===== config.mk =====
export PLATFORM = sky130hd
export DESIGN_NAME = label_region_statistics_flat
export DESIGN_NICKNAME = d
export VERILOG_FILES = /design/src/rtl/lrs_pkg.sv /design/src/rtl/lrs_in_if.sv /design/src/rtl/lrs_out_if.sv /design/src/rtl/lrs_ctrl.sv /design/src/rtl/lrs_dp.sv /design/src/rtl/label_region_statistics.sv /design/src/flat_wrapper.sv
export SDC_FILE = /design/constraint.sdc
export NUM_CORES = 2
export LEC_CHECK = 0
export BUFFER_PORTS_ARGS = -buffer_cell sky130_fd_sc_hd__buf_2
export CAP_MARGIN = 20
export CORE_MARGIN = 2
export CORE_UTILIZATION = 57
export CTS_CLUSTER_DIAMETER = 50
export DETAILED_ROUTE_END_ITERATION = 8
export PLACE_DENSITY = 0.76
export SYNTH_ARGS = -nofsm -noshare
export SYNTH_HDL_FRONTEND = slang
export SYNTH_HIERARCHICAL = 1
export SYNTH_SLANG_ARGS = --single-unit

===== constraint.sdc =====
create_clock -name clk -period 6.5 [get_ports clk]
set_input_delay 1.3 -clock clk [delete_from_list [all_inputs] [get_ports clk]]
set_output_delay 1.3 -clock clk [all_outputs]
set_load 0.02 [all_outputs]

===== src/rtl/lrs_pkg.sv =====
// Shared constants, codes and types for the label region statistics block.
// No dependencies; lrs_ctrl, lrs_dp and the top level import this package.
package lrs_pkg;

  localparam int MAX_LABELS = 32;
  localparam int IDX_W      = $clog2(MAX_LABELS);
  localparam int CNT_W      = IDX_W + 1;
  localparam int IMAGE_DIM  = 256;
  localparam int DIM_W      = 9;
  localparam int BORDER_W   = 17;

  localparam logic [1:0] FUNC_PIXEL = 2'd0;
  localparam logic [1:0] FUNC_READ  = 2'd1;
  localparam logic [1:0] FUNC_CLEAR = 2'd2;

  localparam logic REG_IMAGE_WIDTH  = 1'b0;
  localparam logic REG_IMAGE_HEIGHT = 1'b1;

  localparam logic [DIM_W-1:0]    DIM_RESET  = DIM_W'(IMAGE_DIM);
  localparam logic [BORDER_W-1:0] BORDER_MAX = '1;

  typedef struct packed {
    logic [1:0] func;
    logic [7:0] pixel_value;
    logic [7:0] up_value;
    logic [7:0] down_value;
    logic [7:0] left_value;
    logic [7:0] right_value;
    logic [7:0] pixel_row;
    logic [7:0] pixel_col;
    logic [4:0] entry_index;
  } in_item_t;

  typedef struct packed {
    logic                entry_valid;
    logic [7:0]          label_color;
    logic [7:0]          top_row;
    logic [7:0]          bottom_row;
    logic [7:0]          left_col;
    logic [7:0]          right_col;
    logic [BORDER_W-1:0] border_pixels;
    logic [8:0]          box_diameter;
    logic [7:0]          box_radius;
    logic [7:0]          centre_row;
    logic [7:0]          centre_col;
    logic                table_overflow;
  } out_item_t;

  // one table entry as held in the entry memory
  typedef struct packed {
    logic [7:0]          label;
    logic [7:0]          top;
    logic [7:0]          bottom;
    logic [7:0]          left;
    logic [7:0]          right;
    logic [BORDER_W-1:0] border;
  } ent_t;

  typedef struct packed {
    logic latch;       // capture the input beat
    logic clear;       // empty the table
    logic open;        // open a new entry for the latched label
    logic ovf_set;     // new label found no room
    logic rd_en;       // read the entry memory
    logic rd_sel_hit;  // read address: matched entry, else requested index
    logic upd;         // write back the widened entry
    logic load_out;    // load the result register
  } cmd_t;

  typedef struct packed {
    logic is_pixel;
    logic is_read;
    logic is_clear;
    logic bg;
    logic found;
    logic full;
    logic out_free;
  } sts_t;

endpackage


===== src/rtl/lrs_in_if.sv =====
// Input channel: valid/ready handshake carrying one pixel or request beat.
// No dependencies.
interface lrs_in_if;
  logic       valid;
  logic       ready;
  logic [1:0] func;
  logic [7:0] pixel_value;
  logic [7:0] up_value;
  logic [7:0] down_value;
  logic [7:0] left_value;
  logic [7:0] right_value;
  logic [7:0] pixel_row;
  logic [7:0] pixel_col;
  logic [4:0] entry_index;

  modport source (
    output valid, func, pixel_value, up_value, down_value, left_value, right_value,
           pixel_row, pixel_col, entry_index,
    input  ready
  );
  modport sink (
    input  valid, func, pixel_value, up_value, down_value, left_value, right_value,
           pixel_row, pixel_col, entry_index,
    output ready
  );
endinterface


===== src/rtl/lrs_out_if.sv =====
// Result channel: valid/ready handshake carrying one table entry read-out.
// No dependencies.
interface lrs_out_if;
  logic        valid;
  logic        ready;
  logic        entry_valid;
  logic [7:0]  label_color;
  logic [7:0]  top_row;
  logic [7:0]  bottom_row;
  logic [7:0]  left_col;
  logic [7:0]  right_col;
  logic [16:0] border_pixels;
  logic [8:0]  box_diameter;
  logic [7:0]  box_radius;
  logic [7:0]  centre_row;
  logic [7:0]  centre_col;
  logic        table_overflow;

  modport source (
    output valid, entry_valid, label_color, top_row, bottom_row, left_col, right_col,
           border_pixels, box_diameter, box_radius, centre_row, centre_col,
           table_overflow,
    input  ready
  );
  modport sink (
    input  valid, entry_valid, label_color, top_row, bottom_row, left_col, right_col,
           border_pixels, box_diameter, box_radius, centre_row, centre_col,
           table_overflow,
    output ready
  );
endinterface


===== src/rtl/lrs_ctrl.sv =====
// Sequencing state machine: accepts a beat, then steers the datapath
// through look-up, memory read, write-back and result load. Uses lrs_pkg.
module lrs_ctrl (
  input  logic          clk,
  input  logic          rst_n,
  input  logic          in_valid,
  output logic          in_ready,
  input  lrs_pkg::sts_t sts,
  output lrs_pkg::cmd_t cmd
);
  import lrs_pkg::*;

  localparam logic [1:0] S_IDLE = 2'd0;
  localparam logic [1:0] S_LOOK = 2'd1;
  localparam logic [1:0] S_UPD  = 2'd2;
  localparam logic [1:0] S_OUT  = 2'd3;

  logic [1:0] state_r;
  logic [1:0] state_nxt;

  always_ff @(posedge clk) begin
    if (!rst_n) begin
      state_r <= S_IDLE;
    end else begin
      state_r <= state_nxt;
    end
  end

  always_comb begin
    state_nxt = state_r;
    cmd       = '0;
    in_ready  = 1'b0;
    case (state_r)
      S_IDLE: begin
        in_ready = 1'b1;
        if (in_valid) begin
          cmd.latch = 1'b1;
          state_nxt = S_LOOK;
        end
      end
      S_LOOK: begin
        state_nxt = S_IDLE;
        if (sts.is_clear) begin
          cmd.clear = 1'b1;
        end else if (sts.is_read) begin
          cmd.rd_en = 1'b1;
          state_nxt = S_OUT;
        end else if (sts.is_pixel && !sts.bg) begin
          if (sts.found) begin
            cmd.rd_en      = 1'b1;
            cmd.rd_sel_hit = 1'b1;
            state_nxt      = S_UPD;
          end else if (sts.full) begin
            cmd.ovf_set = 1'b1;
          end else begin
            cmd.open = 1'b1;
          end
        end
      end
      S_UPD: begin
        cmd.upd   = 1'b1;
        state_nxt = S_IDLE;
      end
      S_OUT: begin
        if (sts.out_free) begin
          cmd.load_out = 1'b1;
          state_nxt    = S_IDLE;
        end
      end
      default: begin
        state_nxt = S_IDLE;
      end
    endcase
  end

endmodule


===== src/rtl/lrs_dp.sv =====
// Datapath: config registers, label compare bank, entry memory, box and
// border update, result register. Uses lrs_pkg; driven by lrs_ctrl.
module lrs_dp (
  input  logic                clk,
  input  logic                rst_n,
  input  logic                cfg_we,
  input  logic                cfg_index,
  input  logic [8:0]          cfg_wdata,
  input  lrs_pkg::in_item_t   in_item,
  input  lrs_pkg::cmd_t       cmd,
  output lrs_pkg::sts_t       sts,
  output logic                out_valid,
  input  logic                out_ready,
  output lrs_pkg::out_item_t  out_item
);
  import lrs_pkg::*;

  logic [DIM_W-1:0] image_width_r;
  logic [DIM_W-1:0] image_height_r;
  in_item_t         item_r;
  logic [7:0]       labels_r [MAX_LABELS];
  logic [CNT_W-1:0] used_r;
  logic             ovf_r;
  logic [IDX_W-1:0] hit_idx_r;
  logic             border_r;
  logic             rd_valid_r;
  ent_t             mem [MAX_LABELS];
  ent_t             rd_data_r;
  out_item_t        out_r;
  logic             out_valid_r;

  logic [MAX_LABELS-1:0] match;
  logic [IDX_W-1:0]      hit_idx;
  logic                  border;
  logic [DIM_W-1:0]      last_row;
  logic [DIM_W-1:0]      last_col;
  logic [IDX_W-1:0]      rd_addr;
  logic                  wr_en;
  logic [IDX_W-1:0]      wr_addr;
  ent_t                  wr_data;
  ent_t                  upd_ent;
  out_item_t             res;
  logic [8:0]            diam;
  logic [9:0]            diam_p1;
  logic [8:0]            row_sum;
  logic [8:0]            col_sum;

  // configuration registers
  always_ff @(posedge clk) begin
    if (!rst_n) begin
      image_width_r  <= DIM_RESET;
      image_height_r <= DIM_RESET;
    end else if (cfg_we) begin
      case (cfg_index)
        REG_IMAGE_WIDTH:  image_width_r  <= cfg_wdata;
        REG_IMAGE_HEIGHT: image_height_r <= cfg_wdata;
        default: ;
      endcase
    end
  end

  always_ff @(posedge clk) begin
    if (cmd.latch) begin
      item_r <= in_item;
    end
  end

  // label compare bank, masked by fill count
  always_comb begin
    hit_idx = '0;
    for (int k = 0; k < MAX_LABELS; k++) begin
      match[k] = (CNT_W'(k) < used_r) && (labels_r[k] == item_r.pixel_value);
    end
    for (int k = MAX_LABELS - 1; k >= 0; k--) begin
      if (match[k]) begin
        hit_idx = IDX_W'(k);
      end
    end
  end

  assign last_row = image_height_r - DIM_W'(1);
  assign last_col = image_width_r - DIM_W'(1);

  assign border = (item_r.pixel_row == 8'd0) || ({1'b0, item_r.pixel_row} == last_row)
               || (item_r.pixel_col == 8'd0) || ({1'b0, item_r.pixel_col} == last_col)
               || (item_r.up_value    != item_r.pixel_value)
               || (item_r.down_value  != item_r.pixel_value)
               || (item_r.left_value  != item_r.pixel_value)
               || (item_r.right_value != item_r.pixel_value);

  assign sts.is_pixel = (item_r.func == FUNC_PIXEL);
  assign sts.is_read  = (item_r.func == FUNC_READ);
  assign sts.is_clear = (item_r.func == FUNC_CLEAR);
  assign sts.bg       = (item_r.pixel_value == 8'd0);
  assign sts.found    = |match;
  assign sts.full     = (used_r == CNT_W'(MAX_LABELS));
  assign sts.out_free = !out_valid_r || out_ready;

  // table fill count, overflow flag and label bank
  always_ff @(posedge clk) begin
    if (!rst_n) begin
      used_r <= '0;
      ovf_r  <= 1'b0;
    end else if (cmd.clear) begin
      used_r <= '0;
      ovf_r  <= 1'b0;
    end else begin
      if (cmd.open) begin
        used_r <= used_r + CNT_W'(1);
      end
      if (cmd.ovf_set) begin
        ovf_r <= 1'b1;
      end
    end
  end

  always_ff @(posedge clk) begin
    if (cmd.open) begin
      labels_r[used_r[IDX_W-1:0]] <= item_r.pixel_value;
    end
  end

  // entry memory: one registered read port, one write port
  assign rd_addr = cmd.rd_sel_hit ? hit_idx : IDX_W'(item_r.entry_index);

  always_ff @(posedge clk) begin
    if (cmd.rd_en) begin
      rd_data_r  <= mem[rd_addr];
      hit_idx_r  <= hit_idx;
      border_r   <= border;
      rd_valid_r <= (CNT_W'(item_r.entry_index) < used_r);
    end
  end

  always_comb begin
    upd_ent = rd_data_r;
    if (item_r.pixel_row < rd_data_r.top)    upd_ent.top    = item_r.pixel_row;
    if (item_r.pixel_row > rd_data_r.bottom) upd_ent.bottom = item_r.pixel_row;
    if (item_r.pixel_col < rd_data_r.left)   upd_ent.left   = item_r.pixel_col;
    if (item_r.pixel_col > rd_data_r.right)  upd_ent.right  = item_r.pixel_col;
    if (border_r && (rd_data_r.border != BORDER_MAX)) begin
      upd_ent.border = rd_data_r.border + BORDER_W'(1);
    end
  end

  always_comb begin
    wr_en   = cmd.open || cmd.upd;
    wr_addr = cmd.open ? used_r[IDX_W-1:0] : hit_idx_r;
    wr_data = upd_ent;
    if (cmd.open) begin
      wr_data.label  = item_r.pixel_value;
      wr_data.top    = item_r.pixel_row;
      wr_data.bottom = item_r.pixel_row;
      wr_data.left   = item_r.pixel_col;
      wr_data.right  = item_r.pixel_col;
      wr_data.border = border ? BORDER_W'(1) : '0;
    end
  end

  always_ff @(posedge clk) begin
    if (wr_en) begin
      mem[wr_addr] <= wr_data;
    end
  end

  // result formatting
  assign diam    = {1'b0, rd_data_r.right} - {1'b0, rd_data_r.left} + 9'd1;
  assign diam_p1 = {1'b0, diam} + 10'd1;
  assign row_sum = {1'b0, rd_data_r.top} + {1'b0, rd_data_r.bottom};
  assign col_sum = {1'b0, rd_data_r.left} + {1'b0, rd_data_r.right};

  always_comb begin
    res                = '0;
    res.table_overflow = ovf_r;
    if (rd_valid_r) begin
      res.entry_valid   = 1'b1;
      res.label_color   = rd_data_r.label;
      res.top_row       = rd_data_r.top;
      res.bottom_row    = rd_data_r.bottom;
      res.left_col      = rd_data_r.left;
      res.right_col     = rd_data_r.right;
      res.border_pixels = rd_data_r.border;
      res.box_diameter  = diam;
      res.box_radius    = diam_p1[8:1];
      res.centre_row    = row_sum[8:1];
      res.centre_col    = col_sum[8:1];
    end
  end

  always_ff @(posedge clk) begin
    if (cmd.load_out) begin
      out_r <= res;
    end
  end

  always_ff @(posedge clk) begin
    if (!rst_n) begin
      out_valid_r <= 1'b0;
    end else if (cmd.load_out) begin
      out_valid_r <= 1'b1;
    end else if (out_ready) begin
      out_valid_r <= 1'b0;
    end
  end

  assign out_valid = out_valid_r;
  assign out_item  = out_r;

endmodule


===== src/rtl/label_region_statistics.sv =====
// Label region statistics, top level. One beat is taken, then worked on
// alone: clear, background, new label, overflow or unused code pass through
// the look-up state only; a box update of a known label adds a write-back
// state, set by the registered read of the entry memory. A read beat loads
// its result into the output register from the output state when that
// register is free, and holds in place while an earlier result waits. The
// next beat is taken while the loaded result waits.
// Reset empties the table by its fill count, clears the overflow flag and
// sets both image size registers to 256; no clearing pass is needed.
module label_region_statistics (
  input  logic       clk,
  input  logic       rst_n,
  input  logic       cfg_we,
  input  logic       cfg_index,
  input  logic [8:0] cfg_wdata,
  lrs_in_if.sink     in_chan,
  lrs_out_if.source  out_chan
);
  import lrs_pkg::*;

  in_item_t  in_item;
  out_item_t out_item;
  cmd_t      cmd;
  sts_t      sts;
  logic      in_ready;
  logic      out_valid;

  assign in_item.func        = in_chan.func;
  assign in_item.pixel_value = in_chan.pixel_value;
  assign in_item.up_value    = in_chan.up_value;
  assign in_item.down_value  = in_chan.down_value;
  assign in_item.left_value  = in_chan.left_value;
  assign in_item.right_value = in_chan.right_value;
  assign in_item.pixel_row   = in_chan.pixel_row;
  assign in_item.pixel_col   = in_chan.pixel_col;
  assign in_item.entry_index = in_chan.entry_index;
  assign in_chan.ready       = in_ready;

  lrs_ctrl u_ctrl (
    .clk      (clk),
    .rst_n    (rst_n),
    .in_valid (in_chan.valid),
    .in_ready (in_ready),
    .sts      (sts),
    .cmd      (cmd)
  );

  lrs_dp u_dp (
    .clk       (clk),
    .rst_n     (rst_n),
    .cfg_we    (cfg_we),
    .cfg_index (cfg_index),
    .cfg_wdata (cfg_wdata),
    .in_item   (in_item),
    .cmd       (cmd),
    .sts       (sts),
    .out_valid (out_valid),
    .out_ready (out_chan.ready),
    .out_item  (out_item)
  );

  assign out_chan.valid          = out_valid;
  assign out_chan.entry_valid    = out_item.entry_valid;
  assign out_chan.label_color    = out_item.label_color;
  assign out_chan.top_row        = out_item.top_row;
  assign out_chan.bottom_row     = out_item.bottom_row;
  assign out_chan.left_col       = out_item.left_col;
  assign out_chan.right_col      = out_item.right_col;
  assign out_chan.border_pixels  = out_item.border_pixels;
  assign out_chan.box_diameter   = out_item.box_diameter;
  assign out_chan.box_radius     = out_item.box_radius;
  assign out_chan.centre_row     = out_item.centre_row;
  assign out_chan.centre_col     = out_item.centre_col;
  assign out_chan.table_overflow = out_item.table_overflow;

endmodule

===== src/flat_wrapper.sv =====
// flat-port wrapper written by rule: the top's interface ports become plain ports
module label_region_statistics_flat import lrs_pkg::*;
  (clk, rst_n, cfg_we, cfg_index, cfg_wdata, in_chan_valid, in_chan_func, in_chan_pixel_value, in_chan_up_value, in_chan_down_value, in_chan_left_value, in_chan_right_value, in_chan_pixel_row, in_chan_pixel_col, in_chan_entry_index, in_chan_ready, out_chan_valid, out_chan_entry_valid, out_chan_label_color, out_chan_top_row, out_chan_bottom_row, out_chan_left_col, out_chan_right_col, out_chan_border_pixels, out_chan_box_diameter, out_chan_box_radius, out_chan_centre_row, out_chan_centre_col, out_chan_table_overflow, out_chan_ready);
  lrs_in_if in_chan_i ();
  lrs_out_if out_chan_i ();
  input  logic clk;
  input  logic rst_n;
  input  logic cfg_we;
  input  logic cfg_index;
  input  logic [8:0] cfg_wdata;
  input wire logic [$bits(in_chan_i.valid)-1:0] in_chan_valid;
  input wire logic [$bits(in_chan_i.func)-1:0] in_chan_func;
  input wire logic [$bits(in_chan_i.pixel_value)-1:0] in_chan_pixel_value;
  input wire logic [$bits(in_chan_i.up_value)-1:0] in_chan_up_value;
  input wire logic [$bits(in_chan_i.down_value)-1:0] in_chan_down_value;
  input wire logic [$bits(in_chan_i.left_value)-1:0] in_chan_left_value;
  input wire logic [$bits(in_chan_i.right_value)-1:0] in_chan_right_value;
  input wire logic [$bits(in_chan_i.pixel_row)-1:0] in_chan_pixel_row;
  input wire logic [$bits(in_chan_i.pixel_col)-1:0] in_chan_pixel_col;
  input wire logic [$bits(in_chan_i.entry_index)-1:0] in_chan_entry_index;
  output wire logic [$bits(in_chan_i.ready)-1:0] in_chan_ready;
  output wire logic [$bits(out_chan_i.valid)-1:0] out_chan_valid;
  output wire logic [$bits(out_chan_i.entry_valid)-1:0] out_chan_entry_valid;
  output wire logic [$bits(out_chan_i.label_color)-1:0] out_chan_label_color;
  output wire logic [$bits(out_chan_i.top_row)-1:0] out_chan_top_row;
  output wire logic [$bits(out_chan_i.bottom_row)-1:0] out_chan_bottom_row;
  output wire logic [$bits(out_chan_i.left_col)-1:0] out_chan_left_col;
  output wire logic [$bits(out_chan_i.right_col)-1:0] out_chan_right_col;
  output wire logic [$bits(out_chan_i.border_pixels)-1:0] out_chan_border_pixels;
  output wire logic [$bits(out_chan_i.box_diameter)-1:0] out_chan_box_diameter;
  output wire logic [$bits(out_chan_i.box_radius)-1:0] out_chan_box_radius;
  output wire logic [$bits(out_chan_i.centre_row)-1:0] out_chan_centre_row;
  output wire logic [$bits(out_chan_i.centre_col)-1:0] out_chan_centre_col;
  output wire logic [$bits(out_chan_i.table_overflow)-1:0] out_chan_table_overflow;
  input wire logic [$bits(out_chan_i.ready)-1:0] out_chan_ready;
  assign in_chan_i.valid = in_chan_valid;
  assign in_chan_i.func = in_chan_func;
  assign in_chan_i.pixel_value = in_chan_pixel_value;
  assign in_chan_i.up_value = in_chan_up_value;
  assign in_chan_i.down_value = in_chan_down_value;
  assign in_chan_i.left_value = in_chan_left_value;
  assign in_chan_i.right_value = in_chan_right_value;
  assign in_chan_i.pixel_row = in_chan_pixel_row;
  assign in_chan_i.pixel_col = in_chan_pixel_col;
  assign in_chan_i.entry_index = in_chan_entry_index;
  assign in_chan_ready = in_chan_i.ready;
  assign out_chan_valid = out_chan_i.valid;
  assign out_chan_entry_valid = out_chan_i.entry_valid;
  assign out_chan_label_color = out_chan_i.label_color;
  assign out_chan_top_row = out_chan_i.top_row;
  assign out_chan_bottom_row = out_chan_i.bottom_row;
  assign out_chan_left_col = out_chan_i.left_col;
  assign out_chan_right_col = out_chan_i.right_col;
  assign out_chan_border_pixels = out_chan_i.border_pixels;
  assign out_chan_box_diameter = out_chan_i.box_diameter;
  assign out_chan_box_radius = out_chan_i.box_radius;
  assign out_chan_centre_row = out_chan_i.centre_row;
  assign out_chan_centre_col = out_chan_i.centre_col;
  assign out_chan_table_overflow = out_chan_i.table_overflow;
  assign out_chan_i.ready = out_chan_ready;
  label_region_statistics u_core (.clk(clk), .rst_n(rst_n), .cfg_we(cfg_we), .cfg_index(cfg_index), .cfg_wdata(cfg_wdata), .in_chan(in_chan_i), .out_chan(out_chan_i));
endmodule

==> flow_summary_export.csv <==
group,metric,value,unit
flow_run,drv_cap,0,
worst_setup_path,arrival,6.99,ns
yosys,avgSynthCellArea,15.5,um^2
global_route,antenna_found_initial,18,
cts,cts_buffers,226,
global_route,grt_pass1_vias,60151,
worst_hold_path,hp-start,"u_core/u_dp/ovf_r",
worst_setup_path,crit_type,"reg2reg",
worst_setup_path,critPathRequiredTime,7.24,ns
yosys,seq_area_frac_synth,70.6,%
cells_and_area,nNetsFinal,6708,
worst_setup_path,worstPathCellList,"buf_4 > inv_1 > ha_1 > nand2b_1 > o211ai_1 > nor3_1 > nor4_1 > and4b_1 > nand2_1 > inv_1 > nor2_4 > inv_2 > nor3_1 > buf_4 > o21a_4 > nor3_4 > buf_4 > a211oi_1 > a311oi_1 > a211o_1 > o211a_1",
cts,holdBufCountCts,0,
sta,rsz0062_at_grt,"false",
worst_setup_path,r2r_start,"u_core/u_dp/used_r[1]",
sta,slew_headroom,17.6,%
sta,setup_viol,0,
global_route,grt_pass1_wl,405,mm
worst_setup_path,crit_family,"simple AND/OR/NAND/NOR gates",
cells_and_area,syn_to_final_growth,12.5,%
worst_setup_path,worstReg2RegEnd,"u_core/u_dp/rd_data_r[11]",
cells_and_area,drive_gt1_share,14.0,%
drt,drtIter0Drc,9705,
cts,clk_pin_slew,0.07,ns
sta,fin_skew,0.0344,ns
floorplanning,row_count,152,
cts,cts_tree,"built",
cts,clock_path_buffers,3,
floorplanning,start_util,57.4,%
sta,hold_viol_final,0,
drt,first_pass_iters,6,
floorplanning,die_x,420,um
power,leakage,37.5,nW
cells_and_area,regArea,69600,um^2
cells_and_area,multi_input_area,27200,um^2
sta,timing.final.crit_share,96.1,%
yosys,synth.distinct_cells,90,
placed_design,portBuffers,171,
floorplanning,core_region_area,172000,um^2
yosys,netlist_area,98600,um^2
sta,worst_slew_pin_slew,1.24,ns
sta,max_freq,0.160,GHz
drt,drcViolationCount,0,
placed_design,place.gp.congestion,0.893,
power,power_per_cell_area,286,nW/um^2
worst_hold_path,hold_end,"u_core/u_dp/out_item[0]",
cts,cts_max_level,4,
cts,clockRootBuffer,"clkbuf_16",
worst_setup_path,slowest_delay,0.73,ns
yosys,synthCells,6357,
global_route,grt_max_degree,135,
worst_setup_path,crit_buf_inv,6,
yosys,yosysTopAreaCell,"edfxtp_1",
sta,layout_min_cycle_time,6.25,ns
outcome,outcome,"finished, final reports clean",
global_route,grt.total_usage,31.5,%
drt,drtAntennaViolNets,0,
worst_hold_path,worstHoldPathType,"reg2reg",
power,vdd_drop_max,0.268,mV
sta,whs,0.476,ns
worst_setup_path,reg2reg_depth,21,
yosys,ys_ff_latch,2327,
floorplanning,die_h,420,um
floorplanning,io_pins,172,
yosys,syn_nets,6512,
cts,worstSkewPairLatency,0.88,ns
worst_setup_path,reg2reg_slack,0.25,ns
worst_setup_path,worstSetupStartpointType,"flip-flop",
worst_setup_path,cpMostUsedCell,"buf_4",
sta,slew_viol_final,0,
yosys,synth_flop_cell,"edfxtp_1",
drt,avgViaCountPerCell,6.86,
global_route,grt.overflow.total,0,
placed_design,post-dp-hpwl,149,mm
cts,clock_sinks,2327,
yosys,synth_warnings,6,
yosys,yosys.area.top_type_share,70.0,%
floorplanning,die_area,176000,um^2
worst_setup_path,end_kind,"flip-flop",
worst_setup_path,critPathSlowestCell,"buf_4",
cells_and_area,fillCellCount,11548,
yosys,synth_edf_count,2299,
worst_setup_path,cp_max_fo,62,
yosys,netlist_top_cells_area,"edfxtp_1 (70%), mux2i_1 (5.7%), nand2_1 (2.0%), a211oi_1 (1.7%), o31a_1 (1.6%)",
drt,wl_per_cell,31.1,um
drt,routed-via-count,62189,
sta,fin_setup_tns,0,ns
worst_hold_path,hold_path_depth,0,
drt,drt_wl_total,282,mm
yosys,synth-async-reset-ratio,0,%
-- final cells by class --
type | count | share of cell area, %
inverters | 59 | 0.200
diodes | 6 | 0.0135
repair buffers | 407 | 3.37
multi-input cells | 3532 | 24.5
well taps | 2310 | 2.61
clock inverters | 136 | 1.23
clock buffers | 290 | 5.36
flip-flops and latches | 2327 | 62.7
-- Yosys cell counts (all sizes together), types with 9 or more instances --
master,n
a311oi,105
o211a,46
nor2b,19
nand2b,22
o221ai,84
nand4,43
xor2,172
dfxtp,28
a21oi,127
nor2,158
o211ai,9
mux2i,563
clkbuf,253
nand3,73
o31a,176
a32oi,14
nand2,523
o21ai,37
a211o,129
o311ai,41
ha,74
o22ai,91
and3,25
a21boi,22
or3,17
nor4,41
a221oi,64
inv,58
and2,91
a211oi,230
nor3,57
xnor2,147
mux2,130
a22oi,11
a31oi,25
a21o,18
buf,186
and4,46
a2111oi,11
edfxtp,2299
-- logic make-up (layout without fill, tap and decap cells) --
group | after synthesis | count (layout) | synth area share (%)
compound gates | 1289 | 1289 | 10.3
xor+xnor | 319 | 319 | 2.83
fa+ha+maj | 77 | 77 | 1.00
buf+inv | 498 | 892 | 2.35
flops | 2327 | 2327 | 70.6
mux | 701 | 701 | 7.38
other cells | 0 | 6 | 0
simple gates | 1146 | 1146 | 5.58
-- metal layers --
layer  vias to the layer above  wire length (um)  global-route usage [%]
li1                      25656                 -                       -
met1                     31037            101000                    42.2
met2                      4615            128000                    48.9
met3                       877             39500                    8.21
met4                         4             13500                    13.8
met5                         -                21                       0
-- report_power, final --
group          internal (W)  total (W)  switching [W]
Clock               0.00730     0.0130        0.00567
Sequential           0.0166     0.0167      0.0000763
Combinational      0.000689    0.00205        0.00136
-- worst max-delay path by stage --
| stage | to | from | cells past startpoint |
|---|---|---|---|
| after floorplan | u_core/u_dp/mem[10][0] | u_core/u_dp/item_r[55] | 15 |
| final | u_core/u_dp/rd_data_r[11] | u_core/u_dp/used_r[1] | 21 |
| after global placement | u_core/u_dp/mem[28][20] | u_core/u_dp/used_r[1] | 15 |
| after detailed placement | u_core/u_dp/rd_data_r[2] | u_core/u_dp/used_r[0] | 23 |
| after CTS | u_core/u_dp/rd_data_r[55] | u_core/u_dp/used_r[0] | 21 |
| after global routing | u_core/u_dp/rd_data_r[12] | u_core/u_dp/used_r[1] | 21 |
-- what timing repair did --
action | 4_1_cts | 5_1_grt
buffers inserted | 0 | 3
setup endpoints to repair | 0 | 58
resized for setup | 0 | 2
-- sequential cells by signal, summed over array words and instances, names as in the netlist --
| name | flops |
|---|---|
| u_core/u_dp/mem | 1824 |
| u_core/u_dp/labels_r | 256 |
| u_core/u_dp/out_item | 92 |
| u_core/u_dp/item_r | 63 |
| u_core/u_dp/rd_data_r | 57 |
| u_core/u_dp/image_height_r | 9 |
| u_core/u_dp/image_width_r | 9 |
| u_core/u_dp/used_r | 6 |
| u_core/u_dp/hit_idx_r | 5 |
| u_core/u_ctrl/state_r | 2 |
| u_core/u_dp/border_r | 1 |
| u_core/u_dp/out_valid | 1 |
| u_core/u_dp/ovf_r | 1 |
| u_core/u_dp/rd_valid_r | 1 |
-- metrics by stage --
stage / setup slack (ns) / total power [W] / utilization [%] / std cells / area, um^2
6_report: 0.255 / 0.0317 / 64.6 / 9067 / 111000
5_1_grt: 0.0116 / 0.0325 / 64.6 / 9064 / 111000
4_1_cts: 0.189 / 0.0317 / 64.5 / 9054 / 111000
3_5_place_dp: 0.348 / 0.0190 / 60.3 / 8628 / 103000
3_3_place_gp: -0.0608 / 0.0190 / 60.2 / 8624 / 103000
2_1_floorplan: 0.121 / 0.0183 / - / 6357 / 98600
-- cell usage in the layout, fill, tap and decap left out, drive strengths merged, types with 43 or more instances in the layout --
cell,count
mux2,130
buf,407
a221oi,64
edfxtp,2299
a311oi,105
o31a,176
a21oi,127
xnor2,147
nor3,57
a211o,129
nand2,523
clkbuf,290
o22ai,91
nand3,73
o221ai,84
xor2,172
inv,74
a211oi,230
mux2i,563
ha,74
clkinv,94
and4,46
nor2,158
nand4,43
and2,91
o211a,46
No activity file was read; power rests on OpenSTA's default activity.
